`config.mk`:
```
export PLATFORM = sky130hd
export DESIGN_NAME = bitmap_slot_allocator_core
export DESIGN_NICKNAME = d
export VERILOG_FILES = /design/src/rtl/bsa_pkg.sv /design/src/rtl/bsa_ram.sv /design/src/rtl/bsa_datapath.sv /design/src/rtl/bsa_ctrl.sv /design/src/rtl/bitmap_slot_allocator_core.sv
export VERILOG_INCLUDE_DIRS = /design/src /design/src/rtl
export SDC_FILE = /design/constraint.sdc
export NUM_CORES = 2
export LEC_CHECK = 0
export BUFFER_PORTS_ARGS = -buffer_cell sky130_fd_sc_hd__buf_2
export CAP_MARGIN = 10
export CORE_MARGIN = 3
export CORE_UTILIZATION = 60
export CTS_CLUSTER_DIAMETER = 50
export DETAILED_ROUTE_END_ITERATION = 6
export PLACE_DENSITY_LB_ADDON = 0.3
export SLEW_MARGIN = 20
export SYNTH_ARGS = -nofsm -noshare
export SYNTH_HDL_FRONTEND = slang
export SYNTH_HIERARCHICAL = 1
export SYNTH_SLANG_ARGS = --single-unit
```
`constraint.sdc`:
```
create_clock -name i_clk -period 25.9 [get_ports i_clk]
set_clock_uncertainty 0.15 [all_clocks]
set_input_delay 2.59 -clock i_clk [delete_from_list [all_inputs] [get_ports i_clk]]
set_output_delay 2.59 -clock i_clk [all_outputs]
set_load 0.05 [all_outputs]
```
`src/rtl/bitmap_slot_allocator_core_assert.svh`:
```
// Assertion macros shared by the slot allocator RTL.
// No dependencies; include with the bare file name.
`ifndef BITMAP_SLOT_ALLOCATOR_CORE_ASSERT_SVH
`define BITMAP_SLOT_ALLOCATOR_CORE_ASSERT_SVH

// Same-cycle implication under synchronous active-low reset.
`define BSA_ASSERT_NOW(lbl, clk, rst_n, ante, cons, msg) \
    lbl: assert property (@(posedge clk) disable iff (!(rst_n)) (ante) |-> (cons)) \
        else $error(msg);

// Next-cycle implication under synchronous active-low reset.
`define BSA_ASSERT_NEXT(lbl, clk, rst_n, ante, cons, msg) \
    lbl: assert property (@(posedge clk) disable iff (!(rst_n)) (ante) |=> (cons)) \
        else $error(msg);

`endif

```
`src/rtl/bsa_pkg.sv`:
```
// Shared types, codes and helpers for the bitmap slot allocator.
// No dependencies; imported by the controller and the datapath.
package bsa_pkg;

    localparam logic [1:0] OP_ALLOC   = 2'd0;
    localparam logic [1:0] OP_RELEASE = 2'd1;
    localparam logic [1:0] OP_QUERY   = 2'd2;

    localparam logic [1:0] ST_OK    = 2'd0;
    localparam logic [1:0] ST_FULL  = 2'd1;
    localparam logic [1:0] ST_RANGE = 2'd2;
    localparam logic [1:0] ST_FREE  = 2'd3;

    localparam int unsigned CFG_W       = 9;
    localparam logic [8:0]  CFG_RST_VAL = 9'd256;
    localparam int unsigned SLOT_W      = 11;
    localparam logic [7:0]  BYTE_FULL   = 8'hFF;
    localparam logic [7:0]  TOP_BIT     = 8'h80;

    typedef struct packed {
        logic load;
        logic clr_step;
        logic scan_step;
        logic emit_full;
        logic emit_range;
        logic emit_alloc;
        logic emit_access;
    } t_dp_cmd;

    typedef struct packed {
        logic clr_last;
        logic is_alloc;
        logic limit_zero;
        logic in_range;
        logic chk_hit;
        logic chk_last_full;
    } t_dp_sts;

    function automatic logic [2:0] first_clear(input logic [7:0] v);
        logic [2:0] k;
        k = '0;
        for (int b = 0; b < 8; b++) begin
            if (!v[b]) begin
                k = 3'(7 - b);
            end
        end
        return k;
    endfunction

endpackage

```
`src/rtl/bsa_ram.sv`:
```
// Generic simple dual-port RAM with registered read.
// No dependencies.
module bsa_ram #(
    parameter int unsigned WIDTH = 8,
    parameter int unsigned DEPTH = 256
) (
    input  logic                                   i_clk,
    input  logic                                   i_we,
    input  logic [(DEPTH > 1 ? $clog2(DEPTH) : 1)-1:0] i_waddr,
    input  logic [WIDTH-1:0]                       i_wdata,
    input  logic [(DEPTH > 1 ? $clog2(DEPTH) : 1)-1:0] i_raddr,
    output logic [WIDTH-1:0]                       o_rdata
);

    logic [WIDTH-1:0] r_mem [DEPTH];
    logic [WIDTH-1:0] r_rdata;

    always_ff @(posedge i_clk) begin
        if (i_we) begin
            r_mem[i_waddr] <= i_wdata;
        end
        r_rdata <= r_mem[i_raddr];
    end

    assign o_rdata = r_rdata;

endmodule

```
`src/rtl/bsa_datapath.sv`:
```
// Datapath of the slot allocator: map RAM, scan counter, result registers.
// Depends on bsa_pkg, bsa_ram and the assertion macro header.
`include "bitmap_slot_allocator_core_assert.svh"

module bsa_datapath #(
    parameter int unsigned MAP_BYTES = 256
) (
    input  logic              i_clk,
    input  logic              i_rst_n,
    input  logic              i_cfg_we,
    input  logic [8:0]        i_cfg_bytes_in_use,
    input  logic [1:0]        i_op,
    input  logic [10:0]       i_slot_index,
    input  bsa_pkg::t_dp_cmd  i_cmd,
    output bsa_pkg::t_dp_sts  o_sts,
    output logic              o_done,
    output logic [1:0]        o_status,
    output logic [10:0]       o_slot,
    output logic              o_in_use
);
    import bsa_pkg::*;

    localparam int unsigned AW  = (MAP_BYTES > 1) ? $clog2(MAP_BYTES) : 1;
    localparam int unsigned CW0 = $clog2(MAP_BYTES + 1);
    localparam int unsigned CW  = (CW0 > CFG_W) ? CW0 : CFG_W;

    logic [CFG_W-1:0]  r_cfg;
    logic [1:0]        r_op;
    logic [10:0]       r_idx;
    logic [CW-1:0]     r_cnt;
    logic              r_chk_vld;
    logic [AW-1:0]     r_chk_addr;
    logic              r_done;
    logic [1:0]        r_status;
    logic [10:0]       r_slot;
    logic              r_in_use;

    logic [CW-1:0]     n_cnt;
    logic              n_chk_vld;
    logic [CW-1:0]     limit;
    logic [7:0]        row;
    logic [7:0]        idx_mask;
    logic [2:0]        k;
    logic [7:0]        k_mask;
    logic              issue;
    logic              used;
    logic              we;
    logic [AW-1:0]     waddr;
    logic [7:0]        wdata;
    logic [AW-1:0]     raddr;
    logic [7:0]        rdata;

    assign limit    = (CW'(r_cfg) < CW'(MAP_BYTES)) ? CW'(r_cfg) : CW'(MAP_BYTES);
    assign row      = r_idx[10:3];
    assign idx_mask = TOP_BIT >> r_idx[2:0];
    assign k        = first_clear(rdata);
    assign k_mask   = TOP_BIT >> k;
    assign used     = |(rdata & idx_mask);
    assign issue    = i_cmd.scan_step && (r_cnt < limit);
    assign raddr    = i_cmd.scan_step ? AW'(r_cnt) : AW'(row);

    always_comb begin
        we    = 1'b0;
        waddr = AW'(r_cnt);
        wdata = '0;
        if (i_cmd.clr_step) begin
            we = 1'b1;
        end else if (i_cmd.emit_alloc) begin
            we    = 1'b1;
            waddr = r_chk_addr;
            wdata = rdata | k_mask;
        end else if (i_cmd.emit_access && r_op == OP_RELEASE && used) begin
            we    = 1'b1;
            waddr = AW'(row);
            wdata = rdata & ~idx_mask;
        end
    end

    always_comb begin
        n_cnt     = r_cnt;
        n_chk_vld = 1'b0;
        if (i_cmd.load) begin
            n_cnt = '0;
        end else if (i_cmd.clr_step || issue) begin
            n_cnt = r_cnt + CW'(1);
        end
        if (issue) begin
            n_chk_vld = 1'b1;
        end
    end

    always_ff @(posedge i_clk) begin
        if (!i_rst_n) begin
            r_cfg     <= CFG_RST_VAL;
            r_cnt     <= '0;
            r_chk_vld <= 1'b0;
            r_done    <= 1'b0;
        end else begin
            if (i_cfg_we) begin
                r_cfg <= i_cfg_bytes_in_use;
            end
            r_cnt     <= n_cnt;
            r_chk_vld <= n_chk_vld;
            r_done    <= i_cmd.emit_full || i_cmd.emit_range ||
                         i_cmd.emit_alloc || i_cmd.emit_access;
        end
    end

    always_ff @(posedge i_clk) begin
        if (i_cmd.load) begin
            r_op  <= i_op;
            r_idx <= i_slot_index;
        end
        if (issue) begin
            r_chk_addr <= AW'(r_cnt);
        end
        if (i_cmd.emit_full) begin
            r_status <= ST_FULL;
            r_slot   <= '0;
            r_in_use <= 1'b0;
        end else if (i_cmd.emit_range) begin
            r_status <= ST_RANGE;
            r_slot   <= r_idx;
            r_in_use <= 1'b0;
        end else if (i_cmd.emit_alloc) begin
            r_status <= ST_OK;
            r_slot   <= SLOT_W'({r_chk_addr, k});
            r_in_use <= 1'b0;
        end else if (i_cmd.emit_access) begin
            r_slot <= r_idx;
            if (r_op == OP_RELEASE && !used) begin
                r_status <= ST_FREE;
                r_in_use <= 1'b0;
            end else begin
                r_status <= ST_OK;
                r_in_use <= used;
            end
        end
    end

    bsa_ram #(
        .WIDTH (8),
        .DEPTH (MAP_BYTES)
    ) u_map (
        .i_clk   (i_clk),
        .i_we    (we),
        .i_waddr (waddr),
        .i_wdata (wdata),
        .i_raddr (raddr),
        .o_rdata (rdata)
    );

    assign o_sts.clr_last      = (r_cnt == CW'(MAP_BYTES - 1));
    assign o_sts.is_alloc      = (r_op == OP_ALLOC);
    assign o_sts.limit_zero    = (limit == '0);
    assign o_sts.in_range      = (CW'(row) < limit);
    assign o_sts.chk_hit       = r_chk_vld && (rdata != BYTE_FULL);
    assign o_sts.chk_last_full = r_chk_vld && (rdata == BYTE_FULL) &&
                                 (CW'(r_chk_addr) == limit - CW'(1));

    assign o_done   = r_done;
    assign o_status = r_status;
    assign o_slot   = r_slot;
    assign o_in_use = r_in_use;

    `BSA_ASSERT_NEXT(a_done_single, i_clk, i_rst_n, r_done, !r_done, "result strobe held")
    `BSA_ASSERT_NOW(a_alloc_hit, i_clk, i_rst_n, i_cmd.emit_alloc,
        r_chk_vld && rdata != BYTE_FULL, "allocate without a clear bit")
    `BSA_ASSERT_NOW(a_scan_bound, i_clk, i_rst_n, i_cmd.scan_step, r_cnt <= limit,
        "scan ran past bytes in use")

endmodule

```
`src/rtl/bsa_ctrl.sv`:
```
// Controller state machine of the slot allocator.
// Depends on bsa_pkg and the assertion macro header.
`include "bitmap_slot_allocator_core_assert.svh"

module bsa_ctrl (
    input  logic              i_clk,
    input  logic              i_rst_n,
    input  logic              start,
    output logic              busy,
    input  bsa_pkg::t_dp_sts  i_sts,
    output bsa_pkg::t_dp_cmd  o_cmd
);
    import bsa_pkg::*;

    typedef enum logic [2:0] {
        S_CLEAR,
        S_IDLE,
        S_DECODE,
        S_SCAN,
        S_ACCESS
    } t_state;

    t_state  r_state;
    t_state  n_state;
    t_dp_cmd cmd;

    always_comb begin
        n_state = r_state;
        cmd     = '0;
        case (r_state)
            S_CLEAR: begin
                cmd.clr_step = 1'b1;
                if (i_sts.clr_last) begin
                    n_state = S_IDLE;
                end
            end
            S_IDLE: begin
                if (start) begin
                    cmd.load = 1'b1;
                    n_state  = S_DECODE;
                end
            end
            S_DECODE: begin
                if (i_sts.is_alloc) begin
                    if (i_sts.limit_zero) begin
                        cmd.emit_full = 1'b1;
                        n_state       = S_IDLE;
                    end else begin
                        cmd.scan_step = 1'b1;
                        n_state       = S_SCAN;
                    end
                end else if (!i_sts.in_range) begin
                    cmd.emit_range = 1'b1;
                    n_state        = S_IDLE;
                end else begin
                    n_state = S_ACCESS;
                end
            end
            S_SCAN: begin
                cmd.scan_step = 1'b1;
                if (i_sts.chk_hit) begin
                    cmd.emit_alloc = 1'b1;
                    n_state        = S_IDLE;
                end else if (i_sts.chk_last_full) begin
                    cmd.emit_full = 1'b1;
                    n_state       = S_IDLE;
                end
            end
            S_ACCESS: begin
                cmd.emit_access = 1'b1;
                n_state         = S_IDLE;
            end
            default: begin
                n_state = S_IDLE;
            end
        endcase
    end

    always_ff @(posedge i_clk) begin
        if (!i_rst_n) begin
            r_state <= S_CLEAR;
        end else begin
            r_state <= n_state;
        end
    end

    assign busy  = (r_state != S_IDLE);
    assign o_cmd = cmd;

    `BSA_ASSERT_NOW(a_one_emit, i_clk, i_rst_n, 1'b1,
        $onehot0({cmd.emit_full, cmd.emit_range, cmd.emit_alloc, cmd.emit_access}),
        "more than one result in a cycle")
    `BSA_ASSERT_NEXT(a_emit_idle, i_clk, i_rst_n,
        cmd.emit_full || cmd.emit_range || cmd.emit_alloc || cmd.emit_access,
        r_state == S_IDLE, "result without return to idle")
    `BSA_ASSERT_NEXT(a_start_decode, i_clk, i_rst_n, start && !busy,
        r_state == S_DECODE, "accepted transaction not decoded")

endmodule

```
`src/rtl/bitmap_slot_allocator_core.sv`:
```
// Bitmap slot allocator: first-fit allocate, release and query of slots.
// Top level; depends on bsa_pkg, bsa_ctrl, bsa_datapath and bsa_ram.
//
// Command channel: a transaction (i_op, i_slot_index) is taken at a clock edge
// with start high and busy low. Each transaction gives one result on o_status,
// o_slot and o_in_use, shown for one cycle with o_done high; the receiver
// cannot stall it. Configuration: i_cfg_bytes_in_use is written when
// i_cfg_valid and o_cfg_ready are high, only while busy is low.
// After acceptance, release and query are decoded, read the map byte of the slot
// and then give the result; a slot beyond bytes in use gives its result from
// decode. Allocate scans map bytes from byte 0 until one has a clear bit or the
// last byte in use is full; with no byte in use it reports map full from decode.
// Allocate reads one map byte per cycle from the single read port of the map
// RAM, so its cost grows with the position of the first byte with a clear bit.
// One transaction at a time; the next may start in the cycle o_done is high.
// Reset: the configuration returns to 256 bytes and the map RAM is cleared one
// byte per cycle, all MAP_BYTES bytes, with busy high throughout.
module bitmap_slot_allocator_core #(
    parameter int unsigned MAP_BYTES = 256
) (
    input  logic        i_clk,
    input  logic        i_rst_n,
    input  logic        start,
    output logic        busy,
    input  logic [1:0]  i_op,
    input  logic [10:0] i_slot_index,
    input  logic        i_cfg_valid,
    output logic        o_cfg_ready,
    input  logic [8:0]  i_cfg_bytes_in_use,
    output logic        o_done,
    output logic [1:0]  o_status,
    output logic [10:0] o_slot,
    output logic        o_in_use
);
    import bsa_pkg::*;

    t_dp_cmd cmd;
    t_dp_sts sts;

    assign o_cfg_ready = !busy;

    bsa_ctrl u_ctrl (
        .i_clk   (i_clk),
        .i_rst_n (i_rst_n),
        .start   (start),
        .busy    (busy),
        .i_sts   (sts),
        .o_cmd   (cmd)
    );

    bsa_datapath #(
        .MAP_BYTES (MAP_BYTES)
    ) u_dp (
        .i_clk              (i_clk),
        .i_rst_n            (i_rst_n),
        .i_cfg_we           (i_cfg_valid && o_cfg_ready),
        .i_cfg_bytes_in_use (i_cfg_bytes_in_use),
        .i_op               (i_op),
        .i_slot_index       (i_slot_index),
        .i_cmd              (cmd),
        .o_sts              (sts),
        .o_done             (o_done),
        .o_status           (o_status),
        .o_slot             (o_slot),
        .o_in_use           (o_in_use)
    );

endmodule

```
Word-level counts from Yosys, hierarchy flattened
Memories as Yosys holds them, arrays and structs flattened. A register that Yosys moved wholly into a read port is not among the register bits.
Index checks and enable logic that the tools add are counted.
{"block": "word_totals", "out_inout_bits": 17, "regBits": 58, "romBits": 0, "n_memories": 1, "latch_bits": 0, "ram_bits": 2048}
{"block": "classes", "mul": 0, "bitwise_logic": 5, "add_sub_neg": 2, "eq_ne": 13, "reduce_logical": 22, "n_shift": 2, "mux": 53, "order_cmp": 3, "div": 0}
{"name": "u_dp.u_map.r_mem", "depth": 256, "width": 8, "read_ports": 1, "rd_ports_with_merged_regs": 1, "wr": 1, "line": "bsa_ram.sv:15", "rtl": "logic [WIDTH-1:0] r_mem [DEPTH];"}
{"op": "two-way mux 8 bit", "n": 7}
{"op": "two-way mux 3 bit", "n": 14}
{"op": "two-way mux 11 bit", "n": 3}
{"op": "two-way mux 1 bit", "n": 20}
{"op": "bitwise AND 8 bit", "n": 2}
{"op": "right shift 8 x 3 -> 8 bit (first input constant)", "n": 2}
{"op": "two-way mux 2 bit", "n": 6}
{"op": "one-hot mux 3 bit (4 select lines)", "n": 1}
{"op": "adder 9 x 1 -> 9 bit (second input constant)", "n": 1}
{"op": "== test 8 x 9 -> 1 bit", "n": 1}
{"op": "== test 9 x 8 -> 1 bit (second input constant)", "n": 1}
{"op": "zero test 9 bit", "n": 1}
{"op": "< comparator 8 x 9 -> 1 bit", "n": 1}
{"op": "< comparator 9 bit", "n": 1}
{"op": "< comparator 9 bit (second input constant)", "n": 1}
{"op": "two-way mux 9 bit", "n": 1}
{"op": "subtractor 9 x 1 -> 9 bit (second input constant)", "n": 1}
{"op": "== test 8 bit (second input constant)", "n": 1}
{"op": "logical AND 1 bit", "n": 8}
{"op": "!= test 8 bit (second input constant)", "n": 1}
{"op": "NOT 8 bit", "n": 1}
{"op": "OR 8 bit", "n": 1}
{"op": "OR reduction 8 bit", "n": 1}
{"op": "== test 3 x 2 -> 1 bit (second input constant)", "n": 2}
{"op": "16 further kinds", "n": 21}

Logic depth before layout (Yosys ltp)
{"block": "depth", "word_depth": 12, "depth_mapped": 19, "mapped_depth_nobuf": 13}

Modules after synthesis
The synthesis kept the hierarchy.
{"mod": "bsa_ram", "area_per_inst_um2": 79556.3, "instances": 1, "cells_each": 3733}
{"mod": "bsa_datapath", "area_per_inst_um2": 3439.5, "instances": 1, "cells_each": 363}
{"mod": "bsa_ctrl", "area_per_inst_um2": 244.0, "instances": 1, "cells_each": 33}
{"mod": "bitmap_slot_allocator_core", "area_per_inst_um2": 10.0, "instances": 1, "cells_each": 2}

Worst setup path after synthesis
OpenSTA, ideal clock, no wires.
{"block": "synth_timing", "path_kind": "register to register", "from": "reg u_ctrl.r_state[2]", "to": "mem u_dp.u_map.r_mem[0][7], data pin", "path_slack_ns": 7.362, "t_arrival_ns": 15.428, "synth_period_minus_slack_ns": 18.538, "stages_incl_launch_ff": 6, "required_ns": 22.790, "path_cell_list": "dfxtp_1 > inv_1 > nor3_1 > clkbuf_1 > nand3b_1 > o41ai_1"}
{"item": "start, declared", "line": "bsa_ctrl.sv:23", "rtl": "t_state r_state;"}
{"item": "start signal, assigned", "line": "bsa_ctrl.sv:83", "rtl": "r_state <= n_state;"}
{"item": "end, declared", "line": "bsa_ram.sv:15"}

==> out/metrics.yaml <==
slowest_stage: "mux2_8"
dpl.hpwl_mm: 118
track_usage_pct: 28.0
drive_gt1_share_pct: 20.8
power_frac_clock_pct: 43.0
port_buffers: 42
antenna_found_initial: 5
critical_path_buf_inv_count: 3
grt_pass1_wl_mm: 289
worst_slew_pin_slew_ns: 1.24
clk_pin_slew_ns: 0.06
postSynthCellCount: 4131
drtAntennaViolNets: 0
crit_fanout: 104
power.density_nw_per_um2: 71.7
drc_errors: 0
synthesis.nets: 4174
nNetsFinal: 4255
p_comb_share_pct: 0.6
ys_async_sr_fraction_pct: 0
cp-start-kind: "register"
p_leak_nw: 26.9
grt_overflow: 0
die-width_um: 378
p_sw_mw: 1.27
slew-limit-headroom_pct: 16.7
clk_path_buf_depth: 3
yosysTopAreaCell: "edfxtp_1"
cts.htree.levels: 4
yosys_warnings: 6
rsz0062_at_grt: "no"
hold_viol_final: 0
core.rowCount: 136
crit_type: "reg -> reg"
grt_pass1_vias: 42200
crit_path_max_incr_delay_ns: 0.74
synth_ff_type: "edfxtp_1"
gp_congestion: 0.901
postCtsSetupBuffers: 0
synth_area_leaders: "edfxtp_1, mux4_2, mux2i_1"
yosysMostFrequentCell: "edfxtp_1"
grt_max_degree: 252
p_seq_share_pct: 56.5
status: "completed"
clock-sinks: 2114
pin_count: 43
hp-class: "reg -> reg"
crit_arrival_ns: 7.85
fmax_ghz: 0.137
cts_buffers: 203
core_area_um2: 138000
cpMostUsedCell: "nor2_1"
synth_top_area_share_pct: 74.6
start_util_pct: 60.5
seq_area_frac_synth_pct: 75.7
vias: 42800
critical_path_required_ns: 26.43
worstSkewPairLatency_ns: 0.83
reg2reg_slack_ns: 18.58
crit_chain: "nand2b_1 -> ha_1 -> and4_1 -> nor2b_1 -> nor2_1 -> nor2_1 -> mux2_8 -> buf_4 -> buf_12 -> buf_4 -> mux4_2 -> nor2b_1 -> a211oi_1 -> nor2_1 -> nor4_1 -> nor4_2"
die_h_um: 378
critPathCaptureType: "register"
avgSynthCellArea_um2: 20.2
vdd_ir_drop_max_mv: 0.0738
die_area_um2: 143000
switching_share_pct: 19.3
wire_per_inst_um: 32.0
instances_no_fill: 6172
finalSetupViolations: 0
vias_per_cell: 6.93
ctsResizeCount: 0
period_needed_ns: 7.32
synth-seq-cells: 2114
cellInternalPower_mw: 5.29
synth_edf_count: 2069
mappedNetlistArea_um2: 83200
drtPass1Iterations: 5
area.growth.synth_to_final_pct: 9.91
drt_iter0_drc: 6148
ys_types: 82
cts_tree: "done"
maxCapViolations: 0
period_share_pct: 28.2
drv_slew: 0
cts_hold_buffers: 0
synth_commonest_cells: "edfxtp_1, mux4_2, nor2_1"
tns_ns: 0
ctsRootBufferMaster: "clkbuf_16"
routed_wl_mm: 198
place_inst: 5798
cp_top_family: "simple AND/OR/NAND/NOR gates"
-- worst reg2reg max path, stage by stage, from the launching register on --
cell and delay [ns]:
dfxtp_1 0.44, nand2b_1 0.31, ha_1 0.23, and4_1 0.18, nor2b_1 0.18, nor2_1 0.06, nor2_1 0.71, mux2_8 0.74
buf_4 0.73, buf_12 0.61, buf_4 0.87, mux4_2 0.59, nor2b_1 0.14, a211oi_1 0.43, nor2_1 0.10, nor4_1 0.57
nor4_2 0.13
-- registers in the layout, indices dropped and copies added (netlist names), 2 cells and up --
register / flops
u_dp/r_op: 2
u_dp/u_map/o_rdata: 8
u_dp/o_status: 2
u_dp/r_idx: 11
u_dp/u_map/r_mem: 2048
u_dp/r_chk_addr: 8
u_dp/o_slot: 11
u_ctrl/r_state: 3
u_dp/r_cnt: 9
u_dp/r_cfg: 9
-- routing by layer --
| layer | up-vias | wire length, um | share of wire (%) | global-route usage [%] |
|---|---|---|---|---|
| met4 | 2 | 6320 | 3.2 | 9.64 |
| met2 | 2782 | 92400 | 47 | 41.8 |
| met5 | - | 13 | 0.0066 | 0 |
| li1 | 17300 | - | - | - |
| met1 | 22300 | 75300 | 38 | 41.5 |
| met3 | 393 | 23500 | 12 | 6.27 |
-- path summary, 6_finish.rpt --
| kind | from | end | cells after the start |
|---|---|---|---|
| worst max-delay path | u_dp/r_cfg[8] | u_dp/u_map/o_rdata[0] | 16 |
| worst max register to register | u_dp/r_cfg[8] | u_dp/u_map/o_rdata[0] | 16 |
| worst min register to register | u_dp/o_slot[7] | u_dp/o_slot[7] | 2 |
| worst min-delay path | u_dp/o_slot[7] | u_dp/o_slot[7] | 2 |
-- layout by cell type (no fill, tap or decap), types with 27 or more instances in the layout --
master     netlist  routed
a22oi_1        134     134
edfxtp_1      2069    2069
o221ai_1        46      46
nand2_1         63      63
nor2b_1         49      46
nand3_1         43      43
nor2_1         311     307
buf_4           29      72
clkinv_2         0      27
clkinv_1         1      54
buf_2           38      42
mux4_2         454     454
clkbuf_1       118      47
dfxtp_1         45      45
o22ai_1         28      28
mux2i_1        155     155
clkbuf_16        0     205
a21oi_1        113     112
-- cell type report --
class	instances	area (um^2)
sequential	2114	63000
fill	8578	46200
multi-input combinational	1749	18900
clock buffer	252	5310
tap	1794	2240
clock inverter	117	1010
timing repair buffer	127	958
inverter	17	63.8
antenna	2	5.00
-- power by group through the flow --
| stage | Clock [mW] | Combinational, mW | Sequential [mW] |
|---|---|---|---|
| detailed placement | 0 | 0.0358 | 3.78 |
| CTS | 2.85 | 0.0359 | 3.71 |
| global route | 2.99 | 0.0377 | 3.70 |
| floorplan | 0 | 0.0141 | 3.78 |
| global placement | 0 | 0.0350 | 3.78 |
| finish | 2.82 | 0.0373 | 3.71 |
-- metrics by stage --
step	utilization (%)	setup WS, ns	hold WS [ns]	total power [mW]	area, um^2
final	66.5	18.58	0.298	6.56	91500
after global routing	66.5	18.02	0.323	6.73	91500
after CTS	66.4	18.46	0.300	6.59	91400
after detailed placement	61.8	18.53	0.292	3.81	85100
after global placement	61.8	18.53	0.284	3.81	85000
after floorplan	-	7.36	0.253	3.80	83200
-- cells by family after synthesis --
kind of cell | share of synthesized area (%)
adder cells (fa/ha/maj) | 0.255
flip-flops | 75.7
AO/OA/AOI/OAI | 4.15
AND/OR/NAND/NOR | 3.46
multiplexers | 14.3
buffers and inverters | 1.93
XOR/XNOR | 0.153
(Power assumes the default switching activity.)
